**src/hdl/mphd_pkg.sv**
```systemverilog
// ----------------------------------------------------------------------------
// mphd_pkg
// Shared constants and codes for the mesh packet header deframer.
// ----------------------------------------------------------------------------
package mphd_pkg;

   // address field size in bytes and saturating packet length
   localparam int ADDRESS_BYTES    = 16;
   localparam int MAX_PACKET_BYTES = 1023;

   // byte position counter width, plus one bit of headroom for compares
   localparam int POS_W = $clog2(MAX_PACKET_BYTES + 1);
   localparam int CMP_W = POS_W + 1;

   // flag byte masks
   localparam logic [7:0] FLAG_HEADER_MASK = 8'b0100_0000;
   localparam logic [7:0] FLAG_PROP_MASK   = 8'b0011_0000;
   localparam logic [7:0] FLAG_DEST_MASK   = 8'b0000_1100;
   localparam logic [7:0] FLAG_PKT_MASK    = 8'b0000_0011;
   localparam logic [7:0] HASH_FLAG_MASK   = 8'b0000_1111;

   localparam int FLAG_PROP_SHIFT = 4;
   localparam int FLAG_DEST_SHIFT = 2;

   // field kind codes
   localparam logic [2:0] KIND_FLAGS     = 3'd0;
   localparam logic [2:0] KIND_HOPS      = 3'd1;
   localparam logic [2:0] KIND_TRANSPORT = 3'd2;
   localparam logic [2:0] KIND_DEST      = 3'd3;
   localparam logic [2:0] KIND_CONTEXT   = 3'd4;
   localparam logic [2:0] KIND_DATA      = 3'd5;

endpackage

```
**src/hdl/mesh_packet_header_deframer_top.sv**
```systemverilog
// ----------------------------------------------------------------------------
// mesh_packet_header_deframer_top
// Tags each received packet byte with its header field and builds the
// hashable-part byte stream.
// ----------------------------------------------------------------------------
// One beat in, one beat out: every input byte produces exactly one result in
// the next cycle, and a byte can be taken every cycle while results drain. The
// only loop is the byte position counter and the captured flag and hop bytes,
// updated in the cycle a byte is taken; the result sits in an output register,
// so a new byte is taken whenever that register is empty or being drained.
// The flag byte decodes the header, propagation, destination and packet kinds;
// a beat with the last-byte mark closes the packet, reports too-short status
// and restarts the counter for the next packet.
module mesh_packet_header_deframer_top
   import mphd_pkg::*;
(
   input  logic       clock,
   input  logic       reset,
   input  logic       req_valid,
   output logic       req_ready,
   input  logic [7:0] req_byte_in,
   input  logic       req_last_byte,
   output logic       rsp_valid,
   input  logic       rsp_ready,
   output logic [2:0] rsp_field_kind,
   output logic [7:0] rsp_byte_out,
   output logic [3:0] rsp_field_offset,
   output logic       rsp_hash_valid,
   output logic [7:0] rsp_hash_byte,
   output logic       rsp_header_kind,
   output logic [1:0] rsp_propagation_kind,
   output logic [1:0] rsp_destination_kind,
   output logic [1:0] rsp_packet_kind,
   output logic [7:0] rsp_hop_count,
   output logic       rsp_packet_done,
   output logic       rsp_frame_status
);

   localparam logic [CMP_W-1:0] ADDR1_END = CMP_W'(2 + ADDRESS_BYTES);
   localparam logic [CMP_W-1:0] ADDR2_END = CMP_W'(2 + 2 * ADDRESS_BYTES);
   localparam logic [CMP_W-1:0] MIN_ONE   = CMP_W'(3 + ADDRESS_BYTES);
   localparam logic [CMP_W-1:0] MIN_TWO   = CMP_W'(3 + 2 * ADDRESS_BYTES);
   localparam logic [POS_W-1:0] POS_MAX   = POS_W'(MAX_PACKET_BYTES);
   localparam logic [POS_W-1:0] OFS_ONE   = POS_W'(2);
   localparam logic [POS_W-1:0] OFS_TWO   = POS_W'(2 + ADDRESS_BYTES);

   logic [POS_W-1:0] pos_ff, pos_in;
   logic [7:0]       flag_ff, flag_in;
   logic [7:0]       hops_ff, hops_in;

   logic             rsp_valid_ff;
   logic [2:0]       kind_ff, kind_in;
   logic [7:0]       byte_ff;
   logic [3:0]       offset_ff, offset_in;
   logic             hvalid_ff, hvalid_in;
   logic [7:0]       hbyte_ff, hbyte_in;
   logic             two_ff, two_in;
   logic [1:0]       prop_ff, dest_ff, pkt_ff;
   logic [7:0]       hopc_ff, hopc_in;
   logic             done_ff;
   logic             status_ff, status_in;

   logic             accept;
   logic [CMP_W-1:0] pos_ext;
   logic [7:0]       fl;
   logic             first, second;
   logic [POS_W-1:0] offset_full;
   logic [7:0]       prop_bits, dest_bits;

   assign req_ready = !rsp_valid_ff || rsp_ready;
   assign accept    = req_valid && req_ready;

   assign pos_ext = {1'b0, pos_ff};
   assign first   = (pos_ff == '0);
   assign second  = (pos_ff == POS_W'(1));
   assign fl      = first ? req_byte_in : flag_ff;
   assign two_in  = |(fl & FLAG_HEADER_MASK);

   assign prop_bits = (fl & FLAG_PROP_MASK) >> FLAG_PROP_SHIFT;
   assign dest_bits = (fl & FLAG_DEST_MASK) >> FLAG_DEST_SHIFT;

   always_comb begin
      kind_in     = KIND_DATA;
      offset_full = '0;
      if (first) begin
         kind_in = KIND_FLAGS;
      end else if (second) begin
         kind_in = KIND_HOPS;
      end else if (two_in) begin
         if (pos_ext < ADDR1_END) begin
            kind_in     = KIND_TRANSPORT;
            offset_full = pos_ff - OFS_ONE;
         end else if (pos_ext < ADDR2_END) begin
            kind_in     = KIND_DEST;
            offset_full = pos_ff - OFS_TWO;
         end else if (pos_ext == ADDR2_END) begin
            kind_in = KIND_CONTEXT;
         end
      end else begin
         if (pos_ext < ADDR1_END) begin
            kind_in     = KIND_DEST;
            offset_full = pos_ff - OFS_ONE;
         end else if (pos_ext == ADDR1_END) begin
            kind_in = KIND_CONTEXT;
         end
      end
   end

   assign offset_in = offset_full[3:0];

   always_comb begin
      hvalid_in = 1'b0;
      hbyte_in  = '0;
      if (first) begin
         hvalid_in = 1'b1;
         hbyte_in  = req_byte_in & HASH_FLAG_MASK;
      end else if (two_in ? (pos_ext >= ADDR1_END) : !second) begin
         hvalid_in = 1'b1;
         hbyte_in  = req_byte_in;
      end
   end

   assign hopc_in = first ? 8'd0 : (second ? req_byte_in : hops_ff);

   // length is position plus one
   assign status_in = req_last_byte &&
                      ((pos_ext + CMP_W'(1)) < (two_in ? MIN_TWO : MIN_ONE));

   always_comb begin
      pos_in  = pos_ff;
      flag_in = flag_ff;
      hops_in = hops_ff;
      if (accept) begin
         if (req_last_byte) begin
            pos_in  = '0;
            flag_in = '0;
            hops_in = '0;
         end else begin
            if (first)  flag_in = req_byte_in;
            if (second) hops_in = req_byte_in;
            if (pos_ff < POS_MAX) pos_in = pos_ff + POS_W'(1);
         end
      end
   end

   always_ff @(posedge clock) begin
      if (reset) begin
         pos_ff       <= '0;
         flag_ff      <= '0;
         hops_ff      <= '0;
         rsp_valid_ff <= 1'b0;
      end else begin
         pos_ff  <= pos_in;
         flag_ff <= flag_in;
         hops_ff <= hops_in;
         if (accept) begin
            rsp_valid_ff <= 1'b1;
         end else if (rsp_ready) begin
            rsp_valid_ff <= 1'b0;
         end
      end
   end

   // result beat payload
   always_ff @(posedge clock) begin
      if (accept) begin
         kind_ff   <= kind_in;
         byte_ff   <= req_byte_in;
         offset_ff <= offset_in;
         hvalid_ff <= hvalid_in;
         hbyte_ff  <= hbyte_in;
         two_ff    <= two_in;
         prop_ff   <= prop_bits[1:0];
         dest_ff   <= dest_bits[1:0];
         pkt_ff    <= fl[1:0] & FLAG_PKT_MASK[1:0];
         hopc_ff   <= hopc_in;
         done_ff   <= req_last_byte;
         status_ff <= status_in;
      end
   end

   assign rsp_valid            = rsp_valid_ff;
   assign rsp_field_kind       = kind_ff;
   assign rsp_byte_out         = byte_ff;
   assign rsp_field_offset     = offset_ff;
   assign rsp_hash_valid       = hvalid_ff;
   assign rsp_hash_byte        = hbyte_ff;
   assign rsp_header_kind      = two_ff;
   assign rsp_propagation_kind = prop_ff;
   assign rsp_destination_kind = dest_ff;
   assign rsp_packet_kind      = pkt_ff;
   assign rsp_hop_count        = hopc_ff;
   assign rsp_packet_done      = done_ff;
   assign rsp_frame_status     = status_ff;

endmodule
```
**config.mk**
```make
export PLATFORM = sky130hd
export DESIGN_NAME = mesh_packet_header_deframer_top
export DESIGN_NICKNAME = d
export VERILOG_FILES = /design/src/hdl/mphd_pkg.sv /design/src/hdl/mesh_packet_header_deframer_top.sv
export SDC_FILE = /design/constraint.sdc
export NUM_CORES = 1
export LEC_CHECK = 0
export BUFFER_PORTS_ARGS = -buffer_cell sky130_fd_sc_hd__buf_2
export CAP_MARGIN = 20
export CORE_MARGIN = 2
export CORE_UTILIZATION = 54
export CTS_CLUSTER_SIZE = 20
export DETAILED_ROUTE_END_ITERATION = 8
export HOLD_SLACK_MARGIN = 0.15
export PLACE_DENSITY = 0.82
export SYNTH_ARGS = -nofsm -noshare
export SYNTH_HDL_FRONTEND = slang
export SYNTH_SLANG_ARGS = --single-unit
```
**constraint.sdc**
```tcl
create_clock -name clock -period 4.5 [get_ports clock]
set_clock_uncertainty 0.1 [all_clocks]
set_input_delay 0.9 -clock clock [delete_from_list [all_inputs] [get_ports clock]]
set_output_delay 0.9 -clock clock [all_outputs]
set_load 0.03 [all_outputs]
```
After elaboration in Yosys (flattened, before gate mapping)
Index checks and enable logic that the tools add are counted.
{"block": "word_totals", "reg_bits": 67, "word_cells": 66}
{"block": "classes", "n_addsub": 4, "magnitude_cmp": 5, "eq_ne": 3, "muxes": 24, "bitwise_logic": 1, "reduce_logical": 11}
{"cell": "4-bit 2-to-1 mux", "count": 6}
{"cell": "10-bit 2-to-1 mux", "count": 2}
{"cell": "8-bit 2-to-1 mux", "count": 2}
{"cell": "7-bit 2-to-1 mux", "count": 2}
{"cell": "3-bit 2-to-1 mux", "count": 4}
{"cell": "10-bit by 1-bit adder with 11-bit output (second input constant)", "count": 1}
{"cell": "11-bit by 6-bit < comparator with 1-bit output", "count": 1}
{"cell": "10-bit by 1-bit adder with 10-bit output (second input constant)", "count": 1}
{"cell": "10-bit by 1-bit equality test with 1-bit output (second input constant)", "count": 1}
{"cell": "10-bit by 5-bit equality test with 1-bit output (second input constant)", "count": 1}
{"cell": "10-bit by 6-bit equality test with 1-bit output (second input constant)", "count": 1}
{"cell": "10-bit by 5-bit greater-or-equal comparator with 1-bit output (second input constant)", "count": 1}
{"cell": "10-bit logical NOT", "count": 1}
{"cell": "10-bit < comparator (second input constant)", "count": 1}
{"cell": "10-bit by 5-bit < comparator with 1-bit output (second input constant)", "count": 1}
{"cell": "10-bit by 6-bit < comparator with 1-bit output (second input constant)", "count": 1}
{"cell": "4-bit by 2-bit subtractor with 4-bit output (second input constant)", "count": 2}
{"cell": "1-bit 2-to-1 mux", "count": 7}
{"cell": "6-bit 2-to-1 mux", "count": 1}
{"cell": "2-bit nonzero test", "count": 2}
{"cell": "2-bit OR reduction", "count": 2}
{"cell": "1-bit logical AND", "count": 2}
{"cell": "1-bit logical NOT", "count": 2}
{"cell": "2-bit AND reduction", "count": 1}
{"cell": "2 further kinds", "count": 2}

Longest topological paths before layout
{"block": "depth", "word_depth": 6, "ltp_mapped": 10, "ltp_nobuf": 10}

Least setup slack after synthesis
Ideal clock, no wire load.
{"block": "synth_path", "kind": "input-to-reg", "start": "input req_valid", "end": "register pos_ff[2]", "setup_time_ps": 130, "t_arrival_ps": 3871, "required_time_ps": 4270, "setup_slack_ps": 399, "cell_stages": 5, "n_path_buf": 0, "path_cell_list": "inv_1 -> nor2_1 -> o21ai_1 -> a211oi_1 -> nor3_1"}
{"block": "synth_between", "elab_chain_cells": 2}
{"item": "from (decl)", "line": "mesh_packet_header_deframer_top.sv:19", "source": "input logic req_valid,"}
{"item": "1-bit logical AND", "line": "mesh_packet_header_deframer_top.sv:71", "source": "assign accept = req_valid && req_ready;"}
{"item": "net accept", "line": "mesh_packet_header_deframer_top.sv:63", "source": "logic accept;"}
{"item": "2-bit AND reduction (no source line)"}
{"item": "to (signal assigned)", "line": "mesh_packet_header_deframer_top.sv:153", "source": "pos_ff <= pos_in;"}
{"item": "to (decl)", "line": "mesh_packet_header_deframer_top.sv:47", "source": "logic [POS_W-1:0] pos_ff, pos_in;"}
The timed path passes the listed nets, and every way through them passes these cells.
A chain may end at the register's enable or synchronous reset.

Final worst setup path
{"block": "layout_path", "start": "register pos_ff[1]", "end": "register status_ff, in the netlist rsp_frame_status, data pin"}
{"block": "layout_between", "elab_chain_cells": 5}
{"item": "10-bit logical NOT", "line": "mesh_packet_header_deframer_top.sv:74", "source": "assign first = (pos_ff == '0);"}
{"item": "7-bit 2-to-1 mux"}
{"item": "net fl[6]", "line": "mesh_packet_header_deframer_top.sv:65", "source": "logic [7:0] fl;"}
{"item": "6-bit 2-to-1 mux", "line": "mesh_packet_header_deframer_top.sv:127", "source": "((pos_ext + CMP_W'(1)) < (two_in ? MIN_TWO : MIN_ONE));"}
{"item": "11-bit by 6-bit < comparator with 1-bit output", "line": "mesh_packet_header_deframer_top.sv:127"}
{"item": "1-bit logical AND", "line": "mesh_packet_header_deframer_top.sv:126", "source": "assign status_in = req_last_byte &&"}
{"item": "net status_in", "line": "mesh_packet_header_deframer_top.sv:61", "source": "logic status_ff, status_in;"}
{"item": "to (signal assigned)", "line": "mesh_packet_header_deframer_top.sv:178", "source": "status_ff <= status_in;"}
{"item": "to (decl)", "line": "mesh_packet_header_deframer_top.sv:61"}
The timed path passes the listed nets, and every way through them passes these cells.

==> impl_metrics.env <==
export IMPL_outcome="complete, no violations"
export IMPL_num_vias=2250
export IMPL_p_per_area_nw_per_um2=390
export IMPL_grt_pass1_vias=2033
export IMPL_stdcell_area_sq_um=3590
export IMPL_die_h_um=79.3
export IMPL_synth_cell_types=46
export IMPL_arrival_ps=3170
export IMPL_layout_common_cells="buf_2, edfxtp_1, nor2_1"
export IMPL_grt_pass1_wl_mm=9.45
export IMPL_start_util_pct=55.9
export IMPL_final_common_cell="buf_2"
export IMPL_tns_ps=0
export IMPL_grt_setup_unrepaired="no"
export IMPL_hold_class="reg -> reg"
export IMPL_final_nets=350
export IMPL_min_period_ps=3120
export IMPL_place_ws_ps=1450
export IMPL_cts_path_max_buffers=2
export IMPL_critical_path_top_delay_family="simple AND/OR/NAND/NOR gates"
export IMPL_row_count=27
export IMPL_drtPass1Iterations=4
export IMPL_leakage_nw=1.39
export IMPL_synthArstFlopShare_pct=0
export IMPL_cts_sink_count=67
export IMPL_postRouteAntennaNets=0
export IMPL_antenna_found_initial=0
export IMPL_synth_area_sq_um=3060
export IMPL_diodes=0
export IMPL_cts_hold_buf=0
export IMPL_wl_mm=6.02
export IMPL_syn_inst=276
export IMPL_io_buffers=55
export IMPL_cp_max_fo=18
export IMPL_dp_hpwl_mm=4.05
export IMPL_syn_nets=297
export IMPL_slowest_delay_ps=530
export IMPL_drv_slew=0
export IMPL_totalPowerFinal_w=0.00140
export IMPL_cts_tree="yes"
export IMPL_yosys_warnings=0
export IMPL_cts_max_level=3
export IMPL_hold_violations=0
export IMPL_postPlaceCellArea_sq_um=3370
export IMPL_area_growth_pct=17.3
export IMPL_ctsResizeCount=0
export IMPL_post_route_period_util_pct=69.4
export IMPL_end_kind="flop"
export IMPL_via_per_inst=5.54
export IMPL_cpMaxStageDelayCell="or4b_1"
export IMPL_setup_viol=0
export IMPL_hold_ws_ps=416
export IMPL_layout_setup_ws_ps=1380
export IMPL_synth_edf_count=41
export IMPL_max_freq_mhz=320
export IMPL_clkTransAtPathRegs_ps=80
export IMPL_dieWidth_um=79.3
export IMPL_wl_per_cell_um=14.8
export IMPL_place_gp_congestion=0.902
export IMPL_drive_gt1_share_pct=26.3
export IMPL_cts_root_buf="clkbuf_8"
export IMPL_slew_headroom_pct=32.6
export IMPL_crit_type="reg -> reg"
export IMPL_path_buf_inv=3
export IMPL_dieArea_sq_um=6280
export IMPL_worstMarginPinSlew_ps=1010
export IMPL_io_pins=56
export IMPL_clock_latency_ps=340
export IMPL_drc_errors=0
export IMPL_synthFlopType="edfxtp_1"
export IMPL_ys_seq_area_share_pct=57.3
export IMPL_startpoint_type="flop"
export IMPL_grt_max_degree=30
export IMPL_core_area_sq_um=5470
export IMPL_drv_cap=0
export IMPL_numCtsBuffers=9
export IMPL_grt_use_total_pct=19.9
export IMPL_synth_seq_cells=67
export IMPL_required_ps=4550
export IMPL_ir_drop_mv=0.171
export IMPL_path_cells="inv_1 -> ha_1 -> or4b_1 -> nor3_4 -> buf_4 -> mux2_4 -> inv_1 -> ha_1 -> nand3b_1 -> or3_1 -> a221oi_1"
export IMPL_syn_avg_cell_area_sq_um=11.1
export IMPL_overflow=0
export IMPL_post_cts_setup_buffer_count=0
export IMPL_drt_iter0_drc=133
-- cells in the mapped netlist, types with 8 or more instances --
cell,n,area (sq um)
mux2i_1,8,80.1
dfxtp_1,26,521
edfxtp_1,41,1230
a21oi_1,13,65.1
a22oi_1,17,128
o21ai_0,8,40.0
nor3_1,10,50.1
nand2_1,10,37.5
ha_1,8,100
inv_1,11,41.3
nor2_1,40,150
-- cell type report --
type / count / area, sq um
clock buffers: 10 / 128
inverters: 11 / 41.3
flip-flops and latches: 67 / 1750
multi-input cells: 183 / 1200
fillers: 428 / 1880
clock inverters: 6 / 90.1
well taps: 72 / 90.1
repair buffers: 57 / 290
-- layer usage --
metal / up-vias / routed length, um / track usage, %
li1: 1109 / - / -
met1: 1058 / 2630 / 24.6
met2: 64 / 2950 / 31.9
met3: 19 / 290 / 5.68
met4: 0 / 161 / 10.2
met5: - / 0 / 0
-- tightest hold or removal path, cell delays in order, from the launching register on --
cell and delay [ps]:
dfxtp_1 330, a22oi_1 80, nor2_1 80
-- sequential cells by signal, indices dropped and copies added (netlist names), 3 cells and up --
signal / count
hops_ff: 8
flag_ff: 7
rsp_field_kind: 3
rsp_byte_out: 8
rsp_field_offset: 4
rsp_hop_count: 8
rsp_hash_byte: 8
pos_ff: 10
-- worst paths after layout --
| kind | start | end | slack [ps] | cells after the start |
|---|---|---|---|---|
| min reg2reg | hops_ff[4]$_SDFFE_PP0P_ | hops_ff[4]$_SDFFE_PP0P_ | 420 | 2 |
| min | hops_ff[4]$_SDFFE_PP0P_ | hops_ff[4]$_SDFFE_PP0P_ | 420 | 2 |
| max | pos_ff[1]$_SDFFE_PP0P_ | rsp_frame_status$_DFFE_PP_ | 1380 | 11 |
| max reg2reg | pos_ff[1]$_SDFFE_PP0P_ | rsp_frame_status$_DFFE_PP_ | 1380 | 11 |
-- power by group --
part           switching (W)  total [W]  internal, W
clock               0.000233   0.000547     0.000314
sequential        0.00000920   0.000693     0.000683
combinational       0.000113   0.000161    0.0000476
total               0.000355    0.00140      0.00104
-- metrics by stage --
| stage | instances | utilization, % |
|---|---|---|
| 6_report | 406 | 65.6 |
| 5_1_grt | 406 | 65.6 |
| 4_1_cts | 406 | 65.6 |
| 3_5_place_dp | 390 | 61.6 |
| 3_3_place_gp | 390 | 61.6 |
| 2_1_floorplan | 276 | - |
-- cell families (layout without fill, tap and decap cells) --
kind of cell | Yosys count | in the layout | share of synthesized area [%]
buf+inv | 26 | 84 | 4.01
compound gates | 53 | 53 | 11.4
xor+xnor | 8 | 8 | 2.29
mux | 15 | 15 | 5.32
flops | 67 | 67 | 57.3
fa+ha+maj | 9 | 9 | 3.60
simple gates | 98 | 98 | 16.1
Note: power is estimated with default switching activity, not from simulation.
